$ cat src/hw/rtl/assert_macros.svh
// Assertion macros shared by the calendar clock RTL.
// Needs clk and rst_n in the scope where a macro is used.
`ifndef ASSERT_MACROS_SVH
`define ASSERT_MACROS_SVH

// Check a property on every clock edge outside reset.
`define ASSERT_CLK(lbl, prop, msg) \
    lbl: assert property (@(posedge clk) disable iff (!rst_n) prop) \
        else $error(msg);

// Check that a condition never holds outside reset.
`define ASSERT_NEVER(lbl, cond, msg) \
    lbl: assert property (@(posedge clk) disable iff (!rst_n) !(cond)) \
        else $error(msg);

`endif

$ cat src/hw/rtl/cca_pkg.sv
// Package for the calendar clock: constants, sequencer types, microcode ROM
// and calendar helper functions. No dependencies.
package cca_pkg;

    localparam int ADVANCE_BITS_DEF = 20;

    localparam logic [11:0] YEAR_RST     = 12'd2012;
    localparam logic [11:0] MAX_YEAR_RST = 12'd2050;
    localparam logic [4:0]  ROLL_HR_RST  = 5'd6;
    localparam logic [4:0]  LAST_HOUR    = 5'd23;

    // n/15 and n/3 by reciprocal, exact for any 32-bit n
    localparam logic [31:0] RECIP_15       = 32'h8888_8889;
    localparam int          RECIP_15_SHIFT = 35;
    localparam logic [31:0] RECIP_3        = 32'hAAAA_AAAB;
    localparam int          RECIP_3_SHIFT  = 33;

    localparam int CFG_IDX_W  = 1;
    localparam int CFG_DATA_W = 12;
    localparam logic [CFG_IDX_W-1:0] CFG_ROLLOVER_HOUR = 1'd0;
    localparam logic [CFG_IDX_W-1:0] CFG_MAX_YEAR      = 1'd1;

    localparam logic [4:0] MONTH_LEN [12] = '{
        5'd31, 5'd28, 5'd31, 5'd30, 5'd31, 5'd30,
        5'd31, 5'd31, 5'd30, 5'd31, 5'd30, 5'd31
    };

    localparam int PC_W = 4;
    localparam logic [PC_W-1:0] PC_IDLE  = 4'd0;
    localparam logic [PC_W-1:0] PC_CHECK = 4'd1;
    localparam logic [PC_W-1:0] PC_DSEC  = 4'd2;
    localparam logic [PC_W-1:0] PC_SSEC  = 4'd3;
    localparam logic [PC_W-1:0] PC_DMIN  = 4'd4;
    localparam logic [PC_W-1:0] PC_SMIN  = 4'd5;
    localparam logic [PC_W-1:0] PC_DHR   = 4'd6;
    localparam logic [PC_W-1:0] PC_SHR   = 4'd7;
    localparam logic [PC_W-1:0] PC_DAY   = 4'd8;
    localparam logic [PC_W-1:0] PC_EMIT  = 4'd9;
    localparam logic [PC_W-1:0] PC_DONE  = 4'd10;

    typedef enum logic [2:0] {
        ACT_NOP,
        ACT_ACCEPT,
        ACT_DIV,
        ACT_SEC,
        ACT_MIN,
        ACT_HOUR,
        ACT_DAY,
        ACT_EMIT
    } act_t;

    typedef enum logic [2:0] {
        C_NEVER,
        C_NO_IN,
        C_IS_SET,
        C_DAYS_MORE,
        C_OUT_BUSY,
        C_ALWAYS
    } cond_t;

    typedef enum logic {
        DIV_60,
        DIV_24
    } div_sel_t;

    typedef struct packed {
        act_t            act;
        div_sel_t        dsel;
        cond_t           cond;
        logic [PC_W-1:0] target;
    } ucode_t;

    function automatic ucode_t ucode_rom(input logic [PC_W-1:0] pc);
        ucode_t w;
        case (pc)
            PC_IDLE:  w = '{ACT_ACCEPT, DIV_60, C_NO_IN,     PC_IDLE};
            PC_CHECK: w = '{ACT_NOP,    DIV_60, C_IS_SET,    PC_EMIT};
            PC_DSEC:  w = '{ACT_DIV,    DIV_60, C_NEVER,     PC_IDLE};
            PC_SSEC:  w = '{ACT_SEC,    DIV_60, C_NEVER,     PC_IDLE};
            PC_DMIN:  w = '{ACT_DIV,    DIV_60, C_NEVER,     PC_IDLE};
            PC_SMIN:  w = '{ACT_MIN,    DIV_60, C_NEVER,     PC_IDLE};
            PC_DHR:   w = '{ACT_DIV,    DIV_24, C_NEVER,     PC_IDLE};
            PC_SHR:   w = '{ACT_HOUR,   DIV_60, C_NEVER,     PC_IDLE};
            PC_DAY:   w = '{ACT_DAY,    DIV_60, C_DAYS_MORE, PC_DAY};
            PC_EMIT:  w = '{ACT_EMIT,   DIV_60, C_OUT_BUSY,  PC_EMIT};
            PC_DONE:  w = '{ACT_NOP,    DIV_60, C_ALWAYS,    PC_IDLE};
            default:  w = '{ACT_NOP,    DIV_60, C_ALWAYS,    PC_IDLE};
        endcase
        return w;
    endfunction

    // y/100 by reciprocal, exact for 12-bit years
    function automatic logic is_leap(input logic [11:0] y);
        logic [24:0] prod;
        logic [5:0]  q;
        logic [11:0] back;
        logic        div100;
        prod   = 25'(y) * 25'(5243);
        q      = prod[24:19];
        back   = 12'({q, 6'b0}) + 12'({q, 5'b0}) + 12'({q, 2'b0});
        div100 = (back == y);
        return div100 ? (q[1:0] == 2'b00) : (y[1:0] == 2'b00);
    endfunction

    function automatic logic [4:0] month_days(input logic [11:0] y, input logic [3:0] m);
        logic [4:0] d;
        if (m == 4'd2 && is_leap(y))
        begin
            d = 5'd29;
        end
        else if (m >= 4'd1 && m <= 4'd12)
        begin
            d = MONTH_LEN[m - 4'd1];
        end
        else
        begin
            d = 5'd30;
        end
        return d;
    endfunction

    function automatic logic [2:0] next_weekday(input logic [2:0] w);
        logic [2:0] r;
        case (w)
            3'd6:    r = 3'd0;
            3'd7:    r = 3'd1;
            default: r = w + 3'd1;
        endcase
        return r;
    endfunction

endpackage

$ cat src/hw/rtl/cca_if.sv
// Valid/ready channels of the calendar clock: command in, status out.
// Depends on cca_pkg.
interface cca_in_if #(
    parameter int ADVANCE_BITS = cca_pkg::ADVANCE_BITS_DEF
);
    logic                    valid;
    logic                    ready;
    logic                    op;
    logic [ADVANCE_BITS-1:0] advance_seconds;
    logic [11:0]             new_year;
    logic [3:0]              new_month;
    logic [4:0]              new_day;
    logic [2:0]              new_weekday;
    logic [4:0]              new_hour;
    logic [5:0]              new_minute;
    logic [5:0]              new_second;

    modport source (
        output valid, op, advance_seconds, new_year, new_month, new_day,
               new_weekday, new_hour, new_minute, new_second,
        input  ready
    );
    modport sink (
        input  valid, op, advance_seconds, new_year, new_month, new_day,
               new_weekday, new_hour, new_minute, new_second,
        output ready
    );
endinterface

interface cca_out_if;
    logic        valid;
    logic        ready;
    logic [11:0] year_now;
    logic [3:0]  month_now;
    logic [4:0]  day_now;
    logic [2:0]  weekday_now;
    logic [4:0]  hour_now;
    logic [5:0]  minute_now;
    logic [5:0]  second_now;
    logic        rollover;
    logic        rollover_sunday;
    logic [31:0] day_count;

    modport source (
        output valid, year_now, month_now, day_now, weekday_now, hour_now,
               minute_now, second_now, rollover, rollover_sunday, day_count,
        input  ready
    );
    modport sink (
        input  valid, year_now, month_now, day_now, weekday_now, hour_now,
               minute_now, second_now, rollover, rollover_sunday, day_count,
        output ready
    );
endinterface

$ cat src/hw/rtl/calendar_clock_advance.sv
// Calendar clock top level: microcoded sequencer over a small datapath.
// Depends on cca_pkg, cca_if and assert_macros.svh.
// A set transaction passes from acceptance through the check step to the emit step, which
// writes the status register, and then through the done step back to idle. An advance
// transaction passes through the check step, three reciprocal divisions (by 60, 60 and 24),
// each followed by a store step, then the day stepper, which moves the calendar one day per
// cycle, and then the emit and done steps. One command is in flight at a time; a status
// transaction not yet taken stalls the emit step, and the next command can be accepted once
// the done step has returned to idle after a result is written, whether or not it has been
// taken.
`include "assert_macros.svh"

module calendar_clock_advance #(
    parameter int ADVANCE_BITS = cca_pkg::ADVANCE_BITS_DEF
) (
    input  logic                                     clk,
    input  logic                                     rst_n,
    input  logic                                     cfg_wr_en,
    input  logic [cca_pkg::CFG_IDX_W-1:0]            cfg_index,
    input  logic [cca_pkg::CFG_DATA_W-1:0]           cfg_wdata,
    cca_in_if.sink                                   cmd,
    cca_out_if.source                                status
);
    import cca_pkg::*;

    localparam int DW = ADVANCE_BITS + 1;

    logic [PC_W-1:0] pc_reg, pc_next;
    logic [DW-1:0]   acc_reg, acc_next;
    logic [DW-1:0]   quo_reg, quo_next;
    logic [DW-1:0]   days_reg, days_next;
    logic            op_reg, op_next;
    logic            fired_reg, fired_next;
    logic            sunday_reg, sunday_next;

    logic [4:0]  roll_hr_reg;
    logic [11:0] max_year_reg;

    logic [11:0] year_reg, year_next;
    logic [3:0]  month_reg, month_next;
    logic [4:0]  day_reg, day_next;
    logic [2:0]  weekday_reg, weekday_next;
    logic [4:0]  hour_reg, hour_next;
    logic [5:0]  minute_reg, minute_next;
    logic [5:0]  second_reg, second_next;
    logic [31:0] day_cnt_reg, day_cnt_next;

    logic        out_valid_reg, out_valid_next;
    logic        out_load;
    logic [11:0] o_year_reg;
    logic [3:0]  o_month_reg;
    logic [4:0]  o_day_reg;
    logic [2:0]  o_weekday_reg;
    logic [4:0]  o_hour_reg;
    logic [5:0]  o_minute_reg;
    logic [5:0]  o_second_reg;
    logic        o_roll_reg;
    logic        o_sunday_reg;
    logic [31:0] o_day_cnt_reg;

    ucode_t        cw;
    logic          take_jump;
    logic [31:0]   mul_a;
    logic [31:0]   mul_b;
    logic [63:0]   prod;
    logic [DW-1:0] quo_calc;
    logic [5:0]    rem60;
    logic [4:0]    rem24;
    logic [4:0]    lim;
    logic [4:0]    below;

    assign cmd.ready = (pc_reg == PC_IDLE);

    assign status.valid           = out_valid_reg;
    assign status.year_now        = o_year_reg;
    assign status.month_now       = o_month_reg;
    assign status.day_now         = o_day_reg;
    assign status.weekday_now     = o_weekday_reg;
    assign status.hour_now        = o_hour_reg;
    assign status.minute_now      = o_minute_reg;
    assign status.second_now      = o_second_reg;
    assign status.rollover        = o_roll_reg;
    assign status.rollover_sunday = o_sunday_reg;
    assign status.day_count       = o_day_cnt_reg;

    always_ff @(posedge clk or negedge rst_n)
    begin
        if (!rst_n)
        begin
            roll_hr_reg  <= ROLL_HR_RST;
            max_year_reg <= MAX_YEAR_RST;
        end
        else if (cfg_wr_en)
        begin
            case (cfg_index)
                CFG_ROLLOVER_HOUR: roll_hr_reg  <= cfg_wdata[4:0];
                CFG_MAX_YEAR:      max_year_reg <= cfg_wdata[11:0];
                default:           ;
            endcase
        end
    end

    always_comb
    begin
        cw       = ucode_rom(pc_reg);
        // x/60 = (x/4)/15 and x/24 = (x/8)/3
        mul_a    = (cw.dsel == DIV_24) ? 32'(acc_reg >> 3) : 32'(acc_reg >> 2);
        mul_b    = (cw.dsel == DIV_24) ? RECIP_3 : RECIP_15;
        prod     = {32'b0, mul_a} * {32'b0, mul_b};
        quo_calc = (cw.dsel == DIV_24) ? DW'(prod >> RECIP_3_SHIFT)
                                       : DW'(prod >> RECIP_15_SHIFT);
        // x - 60q = x + 4q mod 64, x - 24q = x + 8q mod 32
        rem60    = acc_reg[5:0] + {quo_reg[3:0], 2'b00};
        rem24    = acc_reg[4:0] + {quo_reg[1:0], 3'b000};
        lim      = month_days(year_reg, month_reg);
        below    = (roll_hr_reg == 5'd0) ? LAST_HOUR : roll_hr_reg - 5'd1;

        case (cw.cond)
            C_NEVER:     take_jump = 1'b0;
            C_NO_IN:     take_jump = !cmd.valid;
            C_IS_SET:    take_jump = op_reg;
            C_DAYS_MORE: take_jump = (days_reg > DW'(1));
            C_OUT_BUSY:  take_jump = out_valid_reg && !status.ready;
            C_ALWAYS:    take_jump = 1'b1;
            default:     take_jump = 1'b0;
        endcase
        pc_next = take_jump ? cw.target : pc_reg + PC_W'(1);

        acc_next       = acc_reg;
        quo_next       = quo_reg;
        days_next      = days_reg;
        op_next        = op_reg;
        fired_next     = fired_reg;
        sunday_next    = sunday_reg;
        year_next      = year_reg;
        month_next     = month_reg;
        day_next       = day_reg;
        weekday_next   = weekday_reg;
        hour_next      = hour_reg;
        minute_next    = minute_reg;
        second_next    = second_reg;
        day_cnt_next   = day_cnt_reg;
        out_load       = 1'b0;
        out_valid_next = out_valid_reg && !status.ready;

        case (cw.act)
            ACT_ACCEPT:
            begin
                if (cmd.valid)
                begin
                    op_next     = cmd.op;
                    fired_next  = 1'b0;
                    sunday_next = 1'b0;
                    if (cmd.op)
                    begin
                        year_next    = cmd.new_year;
                        month_next   = cmd.new_month;
                        day_next     = cmd.new_day;
                        weekday_next = cmd.new_weekday;
                        hour_next    = cmd.new_hour;
                        minute_next  = cmd.new_minute;
                        second_next  = cmd.new_second;
                    end
                    else
                    begin
                        acc_next = DW'(cmd.advance_seconds) + DW'(second_reg);
                    end
                end
            end
            ACT_DIV:
            begin
                quo_next = quo_calc;
            end
            ACT_SEC:
            begin
                second_next = rem60;
                acc_next    = quo_reg + DW'(minute_reg);
            end
            ACT_MIN:
            begin
                minute_next = rem60;
                acc_next    = quo_reg + DW'(hour_reg);
            end
            ACT_HOUR:
            begin
                hour_next = rem24;
                days_next = quo_reg;
                if (roll_hr_reg <= LAST_HOUR && hour_reg == below
                    && rem24 == roll_hr_reg)
                begin
                    fired_next   = 1'b1;
                    day_cnt_next = day_cnt_reg + 32'd1;
                    sunday_next  = (weekday_reg == 3'd0);
                end
            end
            ACT_DAY:
            begin
                if (days_reg != '0)
                begin
                    days_next    = days_reg - DW'(1);
                    weekday_next = next_weekday(weekday_reg);
                    if (day_reg >= lim)
                    begin
                        day_next = 5'd1;
                        if (month_reg >= 4'd12)
                        begin
                            month_next = 4'd1;
                            if ({1'b0, year_reg} + 13'd1 > {1'b0, max_year_reg})
                            begin
                                year_next = max_year_reg;
                            end
                            else
                            begin
                                year_next = year_reg + 12'd1;
                            end
                        end
                        else
                        begin
                            month_next = month_reg + 4'd1;
                        end
                    end
                    else
                    begin
                        day_next = day_reg + 5'd1;
                    end
                end
            end
            ACT_EMIT:
            begin
                if (!out_valid_reg || status.ready)
                begin
                    out_load       = 1'b1;
                    out_valid_next = 1'b1;
                end
            end
            default: ;
        endcase
    end

    always_ff @(posedge clk or negedge rst_n)
    begin
        if (!rst_n)
        begin
            pc_reg        <= PC_IDLE;
            days_reg      <= '0;
            op_reg        <= 1'b0;
            fired_reg     <= 1'b0;
            sunday_reg    <= 1'b0;
            year_reg      <= YEAR_RST;
            month_reg     <= 4'd1;
            day_reg       <= 5'd1;
            weekday_reg   <= 3'd0;
            hour_reg      <= 5'd0;
            minute_reg    <= 6'd0;
            second_reg    <= 6'd0;
            day_cnt_reg   <= 32'd0;
            out_valid_reg <= 1'b0;
        end
        else
        begin
            pc_reg        <= pc_next;
            days_reg      <= days_next;
            op_reg        <= op_next;
            fired_reg     <= fired_next;
            sunday_reg    <= sunday_next;
            year_reg      <= year_next;
            month_reg     <= month_next;
            day_reg       <= day_next;
            weekday_reg   <= weekday_next;
            hour_reg      <= hour_next;
            minute_reg    <= minute_next;
            second_reg    <= second_next;
            day_cnt_reg   <= day_cnt_next;
            out_valid_reg <= out_valid_next;
        end
    end

    always_ff @(posedge clk)
    begin
        acc_reg <= acc_next;
        quo_reg <= quo_next;
        if (out_load)
        begin
            o_year_reg    <= year_reg;
            o_month_reg   <= month_reg;
            o_day_reg     <= day_reg;
            o_weekday_reg <= weekday_reg;
            o_hour_reg    <= hour_reg;
            o_minute_reg  <= minute_reg;
            o_second_reg  <= second_reg;
            o_roll_reg    <= fired_reg;
            o_sunday_reg  <= sunday_reg;
            o_day_cnt_reg <= day_cnt_reg;
        end
    end

    `ASSERT_CLK(a_ready_only_idle, (pc_reg != PC_IDLE) |-> !cmd.ready, "ready outside idle")
    `ASSERT_CLK(a_days_done, (pc_reg == PC_EMIT) |-> (days_reg == '0), "days left at emit")
    `ASSERT_NEVER(a_sun_roll, out_valid_reg && o_sunday_reg && !o_roll_reg, "stray sunday")
    `ASSERT_CLK(a_cnt_hr, (day_cnt_next != day_cnt_reg) |-> (pc_reg == PC_SHR), "stray count")

endmodule

$ cat src/flat_wrapper.sv
// flat-port wrapper written by rule: the top's interface ports become plain ports
module calendar_clock_advance_flat import cca_pkg::*;
#(
    parameter int ADVANCE_BITS = cca_pkg::ADVANCE_BITS_DEF
)
  (clk, rst_n, cfg_wr_en, cfg_index, cfg_wdata, cmd_valid, cmd_op, cmd_advance_seconds, cmd_new_year, cmd_new_month, cmd_new_day, cmd_new_weekday, cmd_new_hour, cmd_new_minute, cmd_new_second, cmd_ready, status_valid, status_year_now, status_month_now, status_day_now, status_weekday_now, status_hour_now, status_minute_now, status_second_now, status_rollover, status_rollover_sunday, status_day_count, status_ready);
  cca_in_if #(.ADVANCE_BITS(ADVANCE_BITS)) cmd_i ();
  cca_out_if status_i ();
  input  logic clk;
  input  logic rst_n;
  input  logic cfg_wr_en;
  input  logic [cca_pkg::CFG_IDX_W-1:0] cfg_index;
  input  logic [cca_pkg::CFG_DATA_W-1:0] cfg_wdata;
  input wire logic [$bits(cmd_i.valid)-1:0] cmd_valid;
  input wire logic [$bits(cmd_i.op)-1:0] cmd_op;
  input wire logic [$bits(cmd_i.advance_seconds)-1:0] cmd_advance_seconds;
  input wire logic [$bits(cmd_i.new_year)-1:0] cmd_new_year;
  input wire logic [$bits(cmd_i.new_month)-1:0] cmd_new_month;
  input wire logic [$bits(cmd_i.new_day)-1:0] cmd_new_day;
  input wire logic [$bits(cmd_i.new_weekday)-1:0] cmd_new_weekday;
  input wire logic [$bits(cmd_i.new_hour)-1:0] cmd_new_hour;
  input wire logic [$bits(cmd_i.new_minute)-1:0] cmd_new_minute;
  input wire logic [$bits(cmd_i.new_second)-1:0] cmd_new_second;
  output wire logic [$bits(cmd_i.ready)-1:0] cmd_ready;
  output wire logic [$bits(status_i.valid)-1:0] status_valid;
  output wire logic [$bits(status_i.year_now)-1:0] status_year_now;
  output wire logic [$bits(status_i.month_now)-1:0] status_month_now;
  output wire logic [$bits(status_i.day_now)-1:0] status_day_now;
  output wire logic [$bits(status_i.weekday_now)-1:0] status_weekday_now;
  output wire logic [$bits(status_i.hour_now)-1:0] status_hour_now;
  output wire logic [$bits(status_i.minute_now)-1:0] status_minute_now;
  output wire logic [$bits(status_i.second_now)-1:0] status_second_now;
  output wire logic [$bits(status_i.rollover)-1:0] status_rollover;
  output wire logic [$bits(status_i.rollover_sunday)-1:0] status_rollover_sunday;
  output wire logic [$bits(status_i.day_count)-1:0] status_day_count;
  input wire logic [$bits(status_i.ready)-1:0] status_ready;
  assign cmd_i.valid = cmd_valid;
  assign cmd_i.op = cmd_op;
  assign cmd_i.advance_seconds = cmd_advance_seconds;
  assign cmd_i.new_year = cmd_new_year;
  assign cmd_i.new_month = cmd_new_month;
  assign cmd_i.new_day = cmd_new_day;
  assign cmd_i.new_weekday = cmd_new_weekday;
  assign cmd_i.new_hour = cmd_new_hour;
  assign cmd_i.new_minute = cmd_new_minute;
  assign cmd_i.new_second = cmd_new_second;
  assign cmd_ready = cmd_i.ready;
  assign status_valid = status_i.valid;
  assign status_year_now = status_i.year_now;
  assign status_month_now = status_i.month_now;
  assign status_day_now = status_i.day_now;
  assign status_weekday_now = status_i.weekday_now;
  assign status_hour_now = status_i.hour_now;
  assign status_minute_now = status_i.minute_now;
  assign status_second_now = status_i.second_now;
  assign status_rollover = status_i.rollover;
  assign status_rollover_sunday = status_i.rollover_sunday;
  assign status_day_count = status_i.day_count;
  assign status_i.ready = status_ready;
  calendar_clock_advance #(.ADVANCE_BITS(ADVANCE_BITS)) u_core (.clk(clk), .rst_n(rst_n), .cfg_wr_en(cfg_wr_en), .cfg_index(cfg_index), .cfg_wdata(cfg_wdata), .cmd(cmd_i), .status(status_i));
endmodule
$ cat config.mk
export PLATFORM = sky130hd
export DESIGN_NAME = calendar_clock_advance_flat
export DESIGN_NICKNAME = d
export VERILOG_FILES = /design/src/hw/rtl/cca_pkg.sv /design/src/hw/rtl/cca_if.sv /design/src/hw/rtl/calendar_clock_advance.sv /design/src/flat_wrapper.sv
export VERILOG_INCLUDE_DIRS = /design/src /design/src/hw/rtl
export SDC_FILE = /design/constraint.sdc
export NUM_CORES = 1
export LEC_CHECK = 0
export BUFFER_PORTS_ARGS = -buffer_cell sky130_fd_sc_hd__buf_2
export CORE_AREA = 2 2 237 239
export CTS_CLUSTER_SIZE = 8
export DETAILED_ROUTE_END_ITERATION = 16
export DIE_AREA = 0 0 239 241
export GPL_TIMING_DRIVEN = 0
export SYNTH_ARGS = -nofsm -noshare
export SYNTH_HDL_FRONTEND = slang
export SYNTH_SLANG_ARGS = --single-unit
$ cat constraint.sdc
create_clock -name clk -period 9.74 [get_ports clk]
set_clock_uncertainty 0.2 [all_clocks]
set_input_delay 1.948 -clock clk [delete_from_list [all_inputs] [get_ports clk]]
set_output_delay 1.948 -clock clk [all_outputs]
set_load 0.02 [all_outputs]
==> flow_summary.ini <==
[yosys]
yosysWarnings = 0
synth_cells = 2169
synth_ff_type = edfxtp_1
syn_area_um2 = 21800
syn_area_per_cell_um2 = 10.1
synth-seq-cells = 235
synth-edff-count = 116
async_flop_share_pct = 50.6
synth_seq_area_share_pct = 29.7
synth_cell_type_count = 83

[placed_design]
placed_cells = 3035
portBuffers = 156
gp_congestion = 0.899
place_hpwl_um = 44200

[global_route]
grt_pass1_vias = 16700
grt.total_usage_pct = 19.2
grt_antenna_before_repair = 0
overflow = 0
grt_max_degree = 91
grt_pass1_wl_um = 88100

[floorplan]
row_count = 86
io-pin-count = 157
dieArea_um2 = 57600
die_x_um = 239
coreArea_um2 = 54900
die_y_um = 241
initial_core_util_pct = 39.7

[cts]
cts_max_level = 2
clock_latency_ns = 0.52
cts_buffers = 35
cts_max_path_buffers = 3
clk_pin_slew_ns = 0.05
cts.sinks = 235
cts_hold_buf = 0
cts_root_buf = clkbuf_16
cts_tree = done

[detailed_routing]
route.detailed.drc = 0
routed_wl_um = 54600
wl_per_cell_um = 17.5
firstDrtPassIters = 5
ant_nets = 0
dr.first_iter.drc_count = 772
vias = 16300
vias_per_cell = 5.23

[worst_hold_path]
hp-class = reg -> reg

[cells_and_area]
n_antenna_cell = 0
fillers = 5209
nNetsFinal = 2931
multi_input_area_um2 = 14000
drive_above_1_share_pct = 12.9
area_delta_synth_final_pct = 13.7
final_cells = 3112
seq_area_um2 = 6480

[timing]
tightest_slew_ns = 0.994
max_slew_margin_pct = 33.2
finalCritPeriodShare_pct = 95.4
setup_viol = 0
finalMaxSlewViolations = 0
period_minus_slack_ns = 9.29
hold_violations = 0
clock.fmax_mhz = 108

[critical_path]
end_kind = flip-flop
crit_arrival_ns = 9.52
worstSetupPathType = reg -> reg
crit_fanout = 6
cp-start-kind = flip-flop
slowest_delay_ns = 0.64
slowest_stage = dfstp_2
critPathRequiredTime_ns = 9.97

[flow_run]
maxCapViolCount = 0

[outcome]
status = completed
placed cells by master, fill, tap and decap left out, types with 5 or more instances in the layout:
cell / n
or2_2: 11
nor3_1: 29
a21o_1: 35
buf_2: 160
xnor2_1: 82
nor2b_1: 21
inv_1: 327
nand4_1: 16
nand4b_1: 5
dfstp_2: 13
nor4_1: 9
o31ai_1: 8
dfrtp_1: 104
o22ai_1: 5
o21bai_1: 10
and3_1: 31
clkbuf_1: 63
and4_1: 5
o21ai_0: 96
and2_1: 7
fa_1: 172
o211ai_1: 16
nand3_1: 43
nand2b_1: 13
edfxtp_1: 116
mux2_2: 28
ha_1: 298
buf_6: 6
xor2_1: 52
mux2i_1: 29
a211oi_1: 11
nand2_1: 147
a21oi_1: 126
a31oi_1: 21
or3_1: 11
nor2_1: 121
clkbuf_16: 36
nor3_2: 6
o21a_1: 9
buf_4: 14
worst max-delay path: cells and delay by family, from the launching register on:
| kind | cells | cell delay, ns |
|---|---|---|
| XOR/XNOR | 2 | 0.18 |
| AND/OR/NAND/NOR | 6 | 0.74 |
| AO/OA/AOI/OAI | 17 | 3.18 |
| adder cells (fa/ha/maj) | 9 | 3.71 |
| flip-flops | 1 | 0.64 |
| buffers and inverters | 6 | 0.55 |
path summary, 6_finish.rpt:
check                           depth (start not counted)  slack [ns]                          startpoint                               endpoint
worst max-delay path                                   40        0.45      u_core.year_reg[6]$_DFFE_PN1P_         u_core.year_reg[5]$_DFFE_PN0P_
worst min-delay path                                    0        0.24  u_core.day_cnt_reg[27]$_DFFE_PN0P_  u_core.status.day_count[27]$_DFFE_PP_
worst max register to register                         40        0.45      u_core.year_reg[6]$_DFFE_PN1P_         u_core.year_reg[5]$_DFFE_PN0P_
worst min register to register                          0        0.24  u_core.day_cnt_reg[27]$_DFFE_PN0P_  u_core.status.day_count[27]$_DFFE_PP_
max in group asynchronous                               2        7.44                               rst_n          u_core.day_reg[0]$_DFFE_PN1P_
min in group asynchronous                               1        1.12                               rst_n     u_core.max_year_reg[6]$_DFFE_PN0P_
cells in the mapped netlist, drive strengths merged, types with 9 or more instances:
cell,instances,area (µm²)
inv,327,1230
ha,298,3730
fa,172,3440
nand2,148,556
a21oi,129,649
nor2,124,468
edfxtp,116,3480
dfrtp,105,2630
o21ai,101,505
xnor2,83,727
xor2,52,455
nand3,44,225
clkbuf,39,146
a21o,35,263
nor3,35,195
and3,31,194
mux2i,29,290
mux2,28,315
a31oi,22,138
nor2b,21,131
nand4,17,113
o211ai,17,133
dfstp,14,368
nand2b,14,87.6
buf,13,76.3
or2,13,83.8
a211oi,12,95.1
nor4,11,98.8
o21bai,11,82.6
or3,11,68.8
o21a,9,67.6
o31ai,9,81.3
stage by stage:
stage / worst slack (ns) / TNS (ns) / area [µm²] / hold WS, ns / util, %
5_1_grt: -0.0508 / -0.234 / 24800 / 0.258 / 45.2
4_1_cts: 0.0119 / 0 / 24600 / 0.242 / 44.9
3_5_place_dp: -0.607 / -6.66 / 23600 / 0.231 / 43.0
2_1_floorplan: 0.908 / 0 / 21800 / 0.223 / -
6_report: 0.449 / 0 / 24800 / 0.238 / 45.2
3_3_place_gp: -0.534 / -5.76 / 23500 / 0.235 / 42.8
area by class of cell:
cell class | instances | share of cell area (%)
buffer | 52 | 0.949
clock buffer | 61 | 4.05
clock inverter | 3 | 0.121
inverter | 327 | 4.95
multi-input combinational | 1557 | 56.3
sequential | 235 | 26.1
tap | 704 | 3.55
timing repair buffer | 173 | 3.89
routing by layer:
| layer | vias up | wire length [µm] | GRT usage (%) |
|---|---|---|---|
| met1 | 7938 | 24500 | 25.4 |
| met5 | - | 0 | 0 |
| met2 | 411 | 26400 | 33.0 |
| li1 | 7833 | - | - |
| met4 | 0 | 1730 | 6.02 |
| met3 | 100 | 2020 | 2.02 |
what timing repair did:
| item | CTS | global route |
|---|---|---|
| resized for setup | 6 | 20 |
| pin swaps | 0 | 9 |
| buffers inserted | 0 | 12 |
| cloned | 0 | 1 |
| setup endpoints to repair | 15 | 21 |
cells by family (layout without fill, tap and decap cells):
logic type | after synthesis | after routing | synth area share [%]
AOI/OAI and AO/OA | 391 | 391 | 11.1
muxes | 57 | 57 | 2.78
xor gates and xnor gates | 136 | 136 | 5.52
buffers and inverters | 379 | 616 | 6.65
DFF | 235 | 235 | 29.7
adders and majority gates | 470 | 470 | 32.9
other | 2 | 4 | 0.0344
and+or+nand+nor | 499 | 499 | 11.3
Power is left out: the tool's default activity adds up to more than one toggle a clock period on the data nets, which glitch-free logic cannot reach.
